--- src/bb3_pkg.sv ---
package bb3_pkg;

  localparam int MAX_WIDTH_DEF = 1024;

  localparam int CH_W   = 8;
  localparam int LANES  = 3;
  localparam int PIX_W  = LANES * CH_W;
  localparam int FW_W   = 11;
  localparam int FH_W   = 16;
  localparam int ROW_W  = FH_W + 1;

  localparam int SUM_W       = 12;
  localparam int CNT_W       = 4;
  localparam int DIV_W       = 13;
  localparam int RECIP_W     = 16;
  localparam int RECIP_SHIFT = 16;

  typedef struct packed {
    logic       load;
    logic [2:0] row_mask;
    logic [2:0] col_mask;
  } win_ctl_t;

  // ceil(2^16 / (2*n)) for the neighbour counts that can occur
  function automatic logic [RECIP_W-1:0] recip(input logic [CNT_W-1:0] n);
    logic [RECIP_W-1:0] m;
    case (n)
      4'd2:    m = 16'd16384;
      4'd3:    m = 16'd10923;
      4'd4:    m = 16'd8192;
      4'd6:    m = 16'd5462;
      4'd9:    m = 16'd3641;
      default: m = 16'd32768;
    endcase
    return m;
  endfunction

endpackage

--- src/bb3_lane.sv ---
module bb3_lane (
  input  logic                                 clk,
  input  bb3_pkg::win_ctl_t                    ctl,
  input  logic [2:0][2:0][bb3_pkg::CH_W-1:0]   px,
  output logic [bb3_pkg::CH_W-1:0]             mean
);
  import bb3_pkg::*;

  logic [SUM_W-1:0]           sum;
  logic [SUM_W-1:0]           sum_next;
  logic [CNT_W-1:0]           cnt;
  logic [CNT_W-1:0]           cnt_next;
  logic [DIV_W-1:0]           dividend;
  logic [DIV_W+RECIP_W-1:0]   prod;

  always_comb begin
    sum_next = '0;
    for (int r = 0; r < 3; r++) begin
      for (int c = 0; c < 3; c++) begin
        if (ctl.row_mask[r] && ctl.col_mask[c]) begin
          sum_next = sum_next + SUM_W'(px[r][c]);
        end
      end
    end
    cnt_next = CNT_W'($countones(ctl.row_mask)) * CNT_W'($countones(ctl.col_mask));
  end

  always_ff @(posedge clk) begin
    if (ctl.load) begin
      sum <= sum_next;
      cnt <= cnt_next;
    end
  end

  // (2*sum + n) / (2*n) by reciprocal
  assign dividend = DIV_W'({sum, 1'b0}) + DIV_W'(cnt);
  assign prod     = (DIV_W+RECIP_W)'(dividend) * (DIV_W+RECIP_W)'(recip(cnt));
  assign mean     = prod[RECIP_SHIFT +: CH_W];

endmodule

--- config.mk ---
export PLATFORM = sky130hd
export DESIGN_NAME = bb3_lane
export DESIGN_NICKNAME = d
export VERILOG_FILES = /design/src/bb3_pkg.sv /design/src/bb3_lane.sv
export SDC_FILE = /design/constraint.sdc
export NUM_CORES = 1
export LEC_CHECK = 0
export BUFFER_PORTS_ARGS = -buffer_cell sky130_fd_sc_hd__buf_2
export CORE_ASPECT_RATIO = 0.9
export CORE_UTILIZATION = 40
export DETAILED_ROUTE_END_ITERATION = 7
export PLACE_DENSITY = 0.61
export SLEW_MARGIN = 15
export SYNTH_ARGS = -nofsm -noshare
export SYNTH_HDL_FRONTEND = slang
export SYNTH_SLANG_ARGS = --single-unit
export TNS_END_PERCENT = 10
--- constraint.sdc ---
create_clock -name clk -period 15.2 [get_ports clk]
set_input_delay 0.76 -clock clk [delete_from_list [all_inputs] [get_ports clk]]
set_output_delay 0.76 -clock clk [all_outputs]
set_load 0.02 [all_outputs]
==> flow_results.org <==
** Die
- IO Count :: slightly below 90
- The initial utilization of the core area, before any placement, comes to 41.38%.
- Full die area :: 0.02418 mm^2
- Row generation in the floorplan step produced 52 rows.
- After floorplanning, the core was sized to cover 0.02277 mm^2.
- Height of the die :: approximately 150 um
- Die extent in x :: between 150 and 200 um

** Finish
- Top library cells by usage in the layout, fill and taps aside :: sky130_fd_sc_hd__inv_1, sky130_fd_sc_hd__fa_1, sky130_fd_sc_hd__ha_1
- Antenna diodes :: 0
- Share of cells above drive strength 1 :: 10.89%
- Relative area change from synthesis to final layout :: 8.936%
- Final nets :: between 1500 and 2000
- Post-layout util :: a little under half
- FILL cells :: about 2300
- Leaving out fill and tap cells, the most frequent cell in the layout is sky130_fd_sc_hd__inv_1.

** Setup path
- Largest stage delay, worst path :: between 0.4 and 0.5 ns
- The largest individual stage delay along the critical path comes from the cell sky130_fd_sc_hd__fa_1.
- Required time of the critical path :: between 15 and 20 ns
- Nature of the critical path endpoint :: register
- In this run the worst setup path begins at ctl[0].
- Most Frequent Cell on Critical Path :: sky130_fd_sc_hd__ha_1
- Startpoint types :: primary input
- CP delay by family, top :: compound AO/OA/AOI/OAI gates
- For the worst setup path, the data arrival time is about 9.6 ns.
- Number of buffer and inverter stages on the critical path :: 3
- The critical path runs through a total of 45 cells.
- The critical path is of the in -> reg type.
- Maximum fanout along the worst path :: 17

** STA
- Setup violators final :: 0
- At the pin with the least slew margin, the transition time is roughly 0.86 ns.
- In the final timing run, aggregate negative setup slack is 0 ns.
- Final-report max-slew violation count :: 0
- The number of hold violations in the final report was 0.
- Setup repair after global routing left no endpoint under its margin.
- Final critical path time including I/O delays and setup :: approximately 9.6 ns
- Worst slew margin relative to its limit :: between 40% and 50%
- Fmax :: around 0.10 GHz
- Ratio of final minimum period to clock period :: ~63%

** Route
- TritonRoute pass-1 iters :: 5
- Number of remaining DRC errors :: 0
- Avg Vias per Cell :: between 5 and 6
- Wirelength, routed :: 22340 um
- Total via count in the routed design :: roughly 7500
- Number of nets still failing antenna checks after routing :: 0
- In this run, the number of DRC markers left after iteration 0 of detailed routing was around 500.
- WL per Instance :: between 15 and 20 um

** Synth
- Number of distinct library cell variants in the gate-level netlist after synthesis :: 75
- Number of warning messages in the yosys log :: 0
- Share of cell area taken by muxes after synthesis :: under 10%
- Register bit count reported by yosys :: 16
- For this run, the register share of the synthesized area comes to around 5.1%.
- Number of enable-type register cells in the synthesized netlist :: 16
- Largest family of logic cells by synthesized area :: adder cells
- Synth top area share :: approximately 30%
- For this run, the leading register cell type out of synthesis is sky130_fd_sc_hd__edfxtp_1.
- Of the total synthesized cell area, the portion taken by XOR and XNOR cells is 6.812%.
- Summing the areas of all compound-gate instances in the mapped netlist gives between 10% and 20% of the synthesized area.
- Synthesized netlist cell count :: around 1100
- Share of flip-flops with an asynchronous set or reset after synthesis :: 0%
- Synthesized-area fraction occupied by and/or/nand/nor cells :: between 10% and 20%
- Netlist Area Pre-Place :: ~0.0094 mm^2
- Sorting the synthesized cells by area gives the leading types as sky130_fd_sc_hd__fa_1, sky130_fd_sc_hd__ha_1, sky130_fd_sc_hd__inv_1.
- Largest area contributor in the synthesized netlist :: sky130_fd_sc_hd__fa_1
- Each instance of the synthesized netlist takes up on average roughly 8.5 um^2.
- Summing the areas of all fa, ha and maj instances in the mapped netlist gives a little under half of the synthesized area.

** Pwr
- In this run, flip-flops and latches consume 5.9% of the power.
- For this design the total switching power over the nets is approximately 700 uW.
- Cell internal power dissipation :: about 570 uW
- In this run, the clock network consumes 3.9% of the power.
- Leakage power :: roughly 5.2 nW
- Peak ir drop on the vdd network :: about 0.00021 V
- In this run the power density over the cells is ~120 mW/mm^2.
- Combinational logic burns about nine tenths of the power.
- Switching share of total power :: 54.59%

** Global routing
- The via count of the first global-routing pass was roughly 7700.
- After global routing the overflow that remains totals 0.
- The initial antenna violation count came to 0.
- Global-route wire length before repair :: between 30000 and 40000 um
- Global routing used between 10% and 20% of the available tracks across all layers.
- Entering global routing, the biggest net connects 18 pins.

** Clock tree
- CTS tree :: yes
- Num Clock Sinks :: 16
- After clock tree synthesis, the flow added hold-fix buffers numbering 0.
- Maximum buffer depth of the clock tree :: 2
- CTS built an H-tree with a depth of 1.
- Clock-pin slew was measured on the worst setup and hold paths at 0.05 ns.
- Buffers inserted during post-CTS setup optimization :: 0
- Gates resized, CTS repair :: 0
- CTS Root Buffer Type :: sky130_fd_sc_hd__clkbuf_16
- In this run, CTS created clock tree buffers numbering 3.

** Placement
- During placement, the flow inserted port buffers numbering 87.
- The congestion estimate from routability-driven global placement came to between 0.8 and 0.9.
- After legalization and detailed placement, the total HPWL measured between 20000 and 25000 um.

** Status
- Status :: completed

** Worst hold path
- Hold WC Path Type :: in -> reg
- Origin of the worst min-delay path :: ctl[6]
- Cells on Worst Hold Path :: 1

** Job
- Number of max-cap violations :: 0
[registers in the layout, indices dropped and copies added, names as in the netlist]
signal	count
sum	12
cnt	4
[cells in the mapped netlist (3+ instances only)]
library cell and instances:
sky130_fd_sc_hd__nor3_1 14, sky130_fd_sc_hd__mux2_2 19, sky130_fd_sc_hd__a31oi_1 3, sky130_fd_sc_hd__nor2_1 71, sky130_fd_sc_hd__and2_1 22, sky130_fd_sc_hd__mux2i_1 5
sky130_fd_sc_hd__a2111oi_0 4, sky130_fd_sc_hd__o211ai_1 5, sky130_fd_sc_hd__o22ai_1 4, sky130_fd_sc_hd__a21o_1 18, sky130_fd_sc_hd__nand2b_1 7, sky130_fd_sc_hd__a211oi_1 11
sky130_fd_sc_hd__and3_1 13, sky130_fd_sc_hd__xor2_1 26, sky130_fd_sc_hd__nand2_1 101, sky130_fd_sc_hd__o31a_1 3, sky130_fd_sc_hd__o31ai_1 5, sky130_fd_sc_hd__o21ai_0 58
sky130_fd_sc_hd__inv_1 210, sky130_fd_sc_hd__nand4_1 3, sky130_fd_sc_hd__a21oi_1 53, sky130_fd_sc_hd__o21a_1 19, sky130_fd_sc_hd__nand3b_1 5, sky130_fd_sc_hd__fa_1 143
sky130_fd_sc_hd__a21boi_0 3, sky130_fd_sc_hd__edfxtp_1 16, sky130_fd_sc_hd__ha_1 119, sky130_fd_sc_hd__nor2b_1 18, sky130_fd_sc_hd__o21bai_1 10, sky130_fd_sc_hd__o2bb2ai_1 4
sky130_fd_sc_hd__clkbuf_1 13, sky130_fd_sc_hd__or2_2 3, sky130_fd_sc_hd__nand3_1 11, sky130_fd_sc_hd__xnor2_1 40
[cells by family after synthesis]
group	count (synthesis)
compound gates	221
xor+xnor	69
fa+ha+maj	263
buf+inv	226
flops	16
mux	24
other cells	1
simple gates	286
[worst paths after layout]
kind,to,slack [ns]
max,sum[10]$_DFFE_PP_,5.61
min,sum[2]$_DFFE_PP_,0.95
[power by group through the flow]
| stage | registers, mW | logic [mW] | clock network, mW |
|---|---|---|---|
| global route | 0.0762 | 1.31 | 0.0521 |
| finish | 0.0744 | 1.13 | 0.0493 |
| detailed placement | 0.0752 | 1.14 | 0 |
| global placement | 0.0748 | 1.12 | 0 |
| CTS | 0.0744 | 1.15 | 0.0499 |
| floorplan | 0.0716 | 0.861 | 0 |
[area by class of cell]
type                            instances  area [um^2]  share of cell area [%]
Multi-Input combinational cell        867         8103                   78.94
Timing Repair Buffer                   88        442.9                   4.315
Inverter                              210        788.3                   7.679
Tap cell                              297        371.6                   3.620
Clock inverter                          1        3.754                 0.03657
Clock buffer                            3        75.07                  0.7314
Sequential cell                        16        480.5                   4.681
[stage by stage]
step	worst slack [ns]	area, um^2	total power, mW	instances	hold WS [ns]
after floorplan	6.358	9434	0.9331	1109	0.8725
after global routing	4.643	10260	1.441	1482	0.9636
final	5.612	10260	1.255	1482	0.9480
after CTS	5.722	10260	1.274	1482	0.9521
after global placement	5.659	10190	1.196	1478	1.194
after detailed placement	5.481	10190	1.213	1478	1.202
[per-layer routing]
| metal | wire (um) | global-route usage [%] |
|---|---|---|
| met3 | 1001 | 2.160 |
| met5 | 0 | 0 |
| met4 | 151 | 1.481 |
| met1 | 11240 | 28.63 |
| met2 | 9949 | 31.53 |
Note: power is estimated with default switching activity, not from simulation.
