**config.mk**
```make
export PLATFORM = sky130hd
export DESIGN_NAME = bb3_merge
export DESIGN_NICKNAME = d
export VERILOG_FILES = /design/src/bb3_pkg.sv /design/src/bb3_merge.sv
export SDC_FILE = /design/constraint.sdc
export NUM_CORES = 1
export LEC_CHECK = 0
export BUFFER_PORTS_ARGS = -buffer_cell sky130_fd_sc_hd__buf_2
export CELL_PAD_IN_SITES_DETAIL_PLACEMENT = 1
export CELL_PAD_IN_SITES_GLOBAL_PLACEMENT = 1
export CORE_AREA = 2 2 58 60
export DETAILED_ROUTE_END_ITERATION = 12
export DIE_AREA = 0 0 60 62
export GPL_TIMING_DRIVEN = 1
export MAX_ROUTING_LAYER = met4
export PLACE_DENSITY = 0.8
export SLEW_MARGIN = 20
export SYNTH_ARGS = -nofsm -noshare
export SYNTH_HDL_FRONTEND = slang
export SYNTH_SLANG_ARGS = --single-unit
```
**constraint.sdc**
```tcl
create_clock -name clk -period 0.8 [get_ports clk]
set_input_delay 0 -clock clk [delete_from_list [all_inputs] [get_ports clk]]
set_output_delay 0 -clock clk [all_outputs]
set_load 0.02 [all_outputs]
```
**src/bb3_pkg.sv**
```systemverilog
package bb3_pkg;

  localparam int MAX_WIDTH_DEF = 1024;

  localparam int CH_W   = 8;
  localparam int LANES  = 3;
  localparam int PIX_W  = LANES * CH_W;
  localparam int FW_W   = 11;
  localparam int FH_W   = 16;
  localparam int ROW_W  = FH_W + 1;

  localparam int SUM_W       = 12;
  localparam int CNT_W       = 4;
  localparam int DIV_W       = 13;
  localparam int RECIP_W     = 16;
  localparam int RECIP_SHIFT = 16;

  typedef struct packed {
    logic       load;
    logic [2:0] row_mask;
    logic [2:0] col_mask;
  } win_ctl_t;

  // ceil(2^16 / (2*n)) for the neighbour counts that can occur
  function automatic logic [RECIP_W-1:0] recip(input logic [CNT_W-1:0] n);
    logic [RECIP_W-1:0] m;
    case (n)
      4'd2:    m = 16'd16384;
      4'd3:    m = 16'd10923;
      4'd4:    m = 16'd8192;
      4'd6:    m = 16'd5462;
      4'd9:    m = 16'd3641;
      default: m = 16'd32768;
    endcase
    return m;
  endfunction

endpackage

```
**src/bb3_merge.sv**
```systemverilog
module bb3_merge (
  input  logic                                        clk,
  input  logic                                        rst,
  input  logic                                        push,
  input  logic [bb3_pkg::LANES-1:0][bb3_pkg::CH_W-1:0] mean,
  input  logic                                        last,
  output logic                                        free,
  output logic                                        m_tvalid,
  input  logic                                        m_tready,
  output logic [bb3_pkg::PIX_W-1:0]                   m_tdata,  // out_red, out_green, out_blue
  output logic                                        m_tlast   // end_of_frame
);
  import bb3_pkg::*;

  assign free = !m_tvalid || m_tready;

  always_ff @(posedge clk) begin
    if (rst) begin
      m_tvalid <= 1'b0;
    end else if (push) begin
      m_tvalid <= 1'b1;
    end else if (m_tready) begin
      m_tvalid <= 1'b0;
    end
  end

  always_ff @(posedge clk) begin
    if (push) begin
      m_tdata <= mean;
      m_tlast <= last;
    end
  end

endmodule

```
==> results of run 1 <==
## placed cells by master (no fill, tap or decap), drive strengths merged
master / instances
a21oi: 1
buf: 57
clkbuf: 4
dfxtp: 1
dlygate4sd3: 26
edfxtp: 25
inv: 1
nand2b: 1
## sequential cells by signal, summed over array words and instances (netlist names)
register / count
m_tdata: 24
m_tlast: 1
m_tvalid: 1
## per-layer routing
metal / vias up / global-route usage, % / routed length, µm
li1: 286 / - / -
met1: 280 / 11.57 / 705
met2: 29 / 21.58 / 1202
met3: 2 / 2.692 / 97
met4: 0 / 4.762 / 9
met5: - / - / 0
## layout make-up
| class | count | area share [%] |
|---|---|---|
| inverter | 1 | 0.2347 |
| tap | 46 | 3.599 |
| multi-input combinational | 2 | 1.408 |
| clock buffer | 4 | 2.269 |
| timing repair buffer | 83 | 44.21 |
| sequential | 26 | 48.28 |
## per-stage QoR
step           util, %  hold WS, ns  power (W)
3_5_place_dp     36.17       0.1613   0.002022
4_1_cts          46.40     -0.06284   0.002788
3_3_place_gp     36.17       0.1598   0.002009
5_1_grt          50.30      0.02043   0.003008
2_1_floorplan        -      0.06244   0.001822
6_report         50.30      0.03559   0.002862
## worst paths after layout
| path | from | cells after the start | slack [ns] | endpoint |
|---|---|---|---|---|
| worst min-delay path | m_tready | 4 | 0.04 | m_tvalid |
| worst min register to register | m_tvalid | 3 | 0.59 | m_tvalid |
| worst max register to register | m_tvalid | 3 | 0.07 | m_tvalid |
| worst max-delay path | m_tvalid | 2 | -0.08 | free |
## logic make-up (layout without fill, tap and decap cells)
| kind of cell | count (synthesis) | count (layout) | share of synthesized area, % |
|---|---|---|---|
| flops | 26 | 26 | 96.70 |
| compound gates | 1 | 1 | 1.099 |
| simple gates | 1 | 1 | 1.726 |
| buf+inv | 1 | 88 | 0.4705 |
## what timing repair did
item,4_1_cts,5_1_grt
setup endpoints to repair,27,27
hold buffers,26,0
endpoints found under the hold margin,26,0
setup buffers,0,1
resized for setup,10,37
## worst min-delay path, stage by stage
cell and delay, ns:
buf_2 0.08, nand2b_4 0.11, buf_4 0.10, a21oi_2 0.04
## power breakdown
part,internal (W),switching [W],leakage [nW]
registers,0.00161,0.0000468,0.253
logic,0.000319,0.000240,0.402
clock network,0.000278,0.000369,0.0210
total,0.00221,0.000656,0.676
==> flow_summary.json, run 1 <==
{
  "postSynthCellCount": 29,
  "die_h_um": 62,
  "nFillCells": 311,
  "syn_area_um2": 797.0,
  "seqCellArea_um2": 772.0,
  "gr-total-overflow": 0,
  "syn_area_per_cell_um2": 27.48,
  "cellPowerDensity_nw_per_um2": 1790,
  "instances_no_fill": 162,
  "synth_warnings": 0,
  "max_slew_margin_pct": 90.26,
  "dominantRegCellSynth": "edfxtp_1",
  "root_buffer": "clkbuf_4",
  "design_area_um2": 1599,
  "clock.fmax_mhz": 1138,
  "cts_sinks": 26,
  "insertion_delay_ns": 0.31,
  "fin_crit_ns": 0.8790,
  "yosysTopAreaCell": "edfxtp_1",
  "start_kind": "register",
  "die_w_um": 60,
  "multiInputGateArea_um2": 22.52,
  "cts_tree": "yes",
  "place_congestion": 0.5968,
  "cp_slowest_cell": "dfxtp_2",
  "arrival_ns": 0.88,
  "cts_buffer_depth": 2,
  "placed_area_um2": 1150,
  "maxSlewViolCount": 0,
  "die_area_um2": 3720,
  "cts_made_buffers": 3,
  "fin_skew_ns": 0,
  "drive_gt1_share_pct": 55.17,
  "initial_core_util_pct": 25.07,
  "routed_wl_um": 2014,
  "synth_common_cells": "edfxtp_1, a21oi_2, dfxtp_1, inv_1, nand2b_4",
  "antenna_found_initial": 0,
  "ios": 56,
  "core-area_um2": 3179,
  "post-place-cells": 131,
  "rsz0062_at_grt": "true",
  "grt_usage_pct": 11.58,
  "drc": 0,
  "slowest_delay_ns": 0.38,
  "path_delay_family": "flip-flops",
  "status": "complete, but fails checks",
  "power.ir.vdd_worst_uv": 836.0,
  "synth_top_area_share_pct": 94.19,
  "cts.clk_slew.worst_paths_ns": 0.14,
  "area_growth_pct": 100.6,
  "crit_buf_inv": 1,
  "drtAntennaViolNets": 0,
  "ys_seq_area_share_pct": 96.70,
  "routed-via-count": 597,
  "async_flop_share_pct": 0,
  "setup_viol": 27,
  "dr.pass1.iters": 2,
  "period_share_pct": 109.9,
  "tns_ns": -1.615,
  "synth-seq-cells": 26,
  "crit_path_end_kind": "primary output",
  "h-tree-depth": 1,
  "final_hold_viol_count": 0,
  "worst_pin_slew_ns": 0.1461,
  "wl_per_cell_um": 12.43,
  "antennaDiodeCount": 0,
  "synth.most_common_cell": "edfxtp_1",
  "cp_data_required_time_ns": 0.80,
  "rows": 21,
  "crit_path_max_fanout": 2,
  "detailedPlace.worstSlack_ns": 0.1967,
  "drtIter0Drc": 5,
  "power.static_leakage_nw": 0.6760,
  "grt_first_pass_wirelength_um": 2884,
  "path_cells": "nand2b_4 -> buf_6",
  "nets": 146,
  "final.setup.worst_slack_ns": -0.07898,
  "grt_max_degree": 27,
  "min_path_type": "in2reg",
  "synth_area_leaders": "edfxtp_1, dfxtp_1, nand2b_4",
  "synthesis.nets": 58,
  "io_buffers": 55,
  "max_cap_viol_count": 0,
  "synth_edf_count": 25,
  "viasPerCell": 3.685,
  "worstSetupPathType": "reg2out",
  "failed_checks": "negative setup slack",
  "ys_types": 5,
  "grt_pass1_vias": 639
}
No activity file was read; power rests on OpenSTA's default activity.
==> run 2: changes to the inputs <==
PLACE_DENSITY = unset   (was 0.8)
PLACE_DENSITY_LB_ADDON = 0.05   (was unset)
SKIP_LAST_GASP = 1   (was unset)
==> run 2 against run 1 <==
- the flow still finishes with violations (negative setup slack)
- power shrank 5.1%
- die area unchanged
- wire length down 8.5%
- global-route usage shrank 1.3 points
- count of clock-buffer cells in the layout stayed put
- largest cell class unchanged
- highest routed layer is now met3
- clock power fell by 14%
- hold slack better by 0.021 ns
- non-clock buffer count did not move
==> flow_summary.json, run 2 (same netlist as run 1, synthesis figures left out) <==
{
  "die_area_um2": 3720,
  "grt_pass1_vias": 595,
  "wl_per_cell_um": 11.38,
  "arrival_ns": 0.89,
  "max_cap_viol_count": 0,
  "crit_buf_inv": 1,
  "cellPowerDensity_nw_per_um2": 1772,
  "routed_wl_um": 1843,
  "netSwitchingFraction_pct": 23.37,
  "combPwrFrac_pct": 19.0,
  "crit_path_end_kind": "primary output",
  "r2r_slack_ns": 0.06,
  "start_kind": "register",
  "cts_made_buffers": 3,
  "routed-via-count": 590,
  "final.setup.worst_slack_ns": -0.08507,
  "grt_first_pass_wirelength_um": 2628,
  "failed_checks": "negative setup slack",
  "die_w_um": 60,
  "crit_path_max_fanout": 1,
  "antennaDiodeCount": 0,
  "path_cells": "buf_6",
  "viasPerCell": 3.642,
  "power_frac_clock_pct": 20.4,
  "worstSetupPathType": "reg2out",
  "seqPwrFrac_pct": 60.6,
  "status": "complete, but fails checks",
  "initial_core_util_pct": 25.07,
  "nets": 146,
  "rsz0062_at_grt": "true",
  "rows": 21,
  "max_slew_margin_pct": 90.18,
  "top_regs": "m_tdata (24), m_tlast (1), m_tvalid (1)",
  "final_util_pct": 48.21,
  "io_buffers": 55,
  "slowest_delay_ns": 0.42,
  "grt_max_degree": 27,
  "internal_power_w": 0.002081,
  "antenna_found_initial": 0,
  "clock.fmax_mhz": 1130,
  "path_delay_family": "flip-flops",
  "post-place-cells": 131,
  "cts_tree": "yes",
  "gr-total-overflow": 0,
  "power.static_leakage_nw": 0.6509,
  "dr.pass1.iters": 4,
  "setup_viol": 26,
  "largest_reg_flops": 24,
  "power.ir.vdd_worst_uv": 703.2,
  "area_growth_pct": 92.31,
  "power_switching_w": 0.0006346,
  "grt_usage_pct": 10.27,
  "cp_slowest_cell": "edfxtp_1",
  "place_congestion": 0.6818,
  "min_path_type": "in2reg",
  "drc": 0,
  "cts_buffer_depth": 2,
  "drive_gt1_share_pct": 54.31,
  "fin_crit_ns": 0.8851,
  "ios": 56,
  "core-area_um2": 3179,
  "regMostFlops": "m_tdata",
  "instances_no_fill": 162,
  "holdWs_ns": 0.05655,
  "worst_pin_slew_ns": 0.1473,
  "maxSlewViolCount": 0,
  "drtIter0Drc": 12,
  "cts.clk_slew.worst_paths_ns": 0.14,
  "root_buffer": "clkbuf_4",
  "power_w": 0.002716,
  "cts_sinks": 26,
  "h-tree-depth": 1,
  "final_hold_viol_count": 0,
  "die_h_um": 62,
  "final_cell_mix": "buf_2, dlygate4sd3_1, edfxtp_1, buf_6, clkbuf_4",
  "fin_skew_ns": 0,
  "period_share_pct": 110.6,
  "drtAntennaViolNets": 0,
  "final_common_cell": "buf_2",
  "cp_data_required_time_ns": 0.80,
  "insertion_delay_ns": 0.30
}
==> run 2: worst paths after layout <==
path,from,endpoint,cells past startpoint
max,m_tdata[6],m_tdata[6],1
min,m_tready,m_tvalid,4
max reg2reg,m_tvalid,m_tvalid,3
min reg2reg,m_tvalid,m_tvalid,3
==> run 2: repair_timing <==
item | 4_1_cts | 5_1_grt
resized for setup | 10 | 19
endpoints found under the setup margin | 27 | 27
buffers inserted | 0 | 1
gates cloned | 0 | 0
hold endpoints to repair | 26 | 0
hold buffers | 26 | 0
==> run 2: area by class of cell <==
type	instances	area [µm²]
fill	322	1647
timing repair buffer	83	650.6
tap	46	57.56
clock buffer	4	26.28
inverter	1	3.754
sequential	26	772.0
multi-input combinational	2	22.52
==> run 2: stage by stage <==
stage          setup slack, ns  instance area, µm²  TNS [ns]
6_report              -0.08507                1533    -1.422
5_1_grt                -0.1477                1533    -2.991
4_1_cts                -0.1043                1465    -1.986
3_5_place_dp            0.1978                1150         0
3_3_place_gp            0.2069                1150         0
2_1_floorplan          0.02649               797.0         0
==> run 2: worst reg2reg max path: stages (launching register included) <==
cell      delay, ns
dfxtp_2        0.38
nand2b_4       0.06
buf_4          0.13
a21oi_2        0.11
==> run 2: power by group through the flow <==
stage	clock, W	combinational (W)	sequential (W)
2_1_floorplan	0	0.0000121	0.00181
3_3_place_gp	0	0.000355	0.00166
3_5_place_dp	0	0.000357	0.00167
4_1_cts	0.000588	0.000475	0.00164
5_1_grt	0.000655	0.000549	0.00166
6_report	0.000555	0.000515	0.00165
==> run 2: metal layers <==
layer  vias to the layer above  routed length (µm)  global-route usage [%]
met3                         0                 121                   1.863
met2                        31                1006                   17.24
met4                         0                   0                   3.810
li1                        286                   -                       -
met5                         -                   0                       -
met1                       273                 715                   12.40
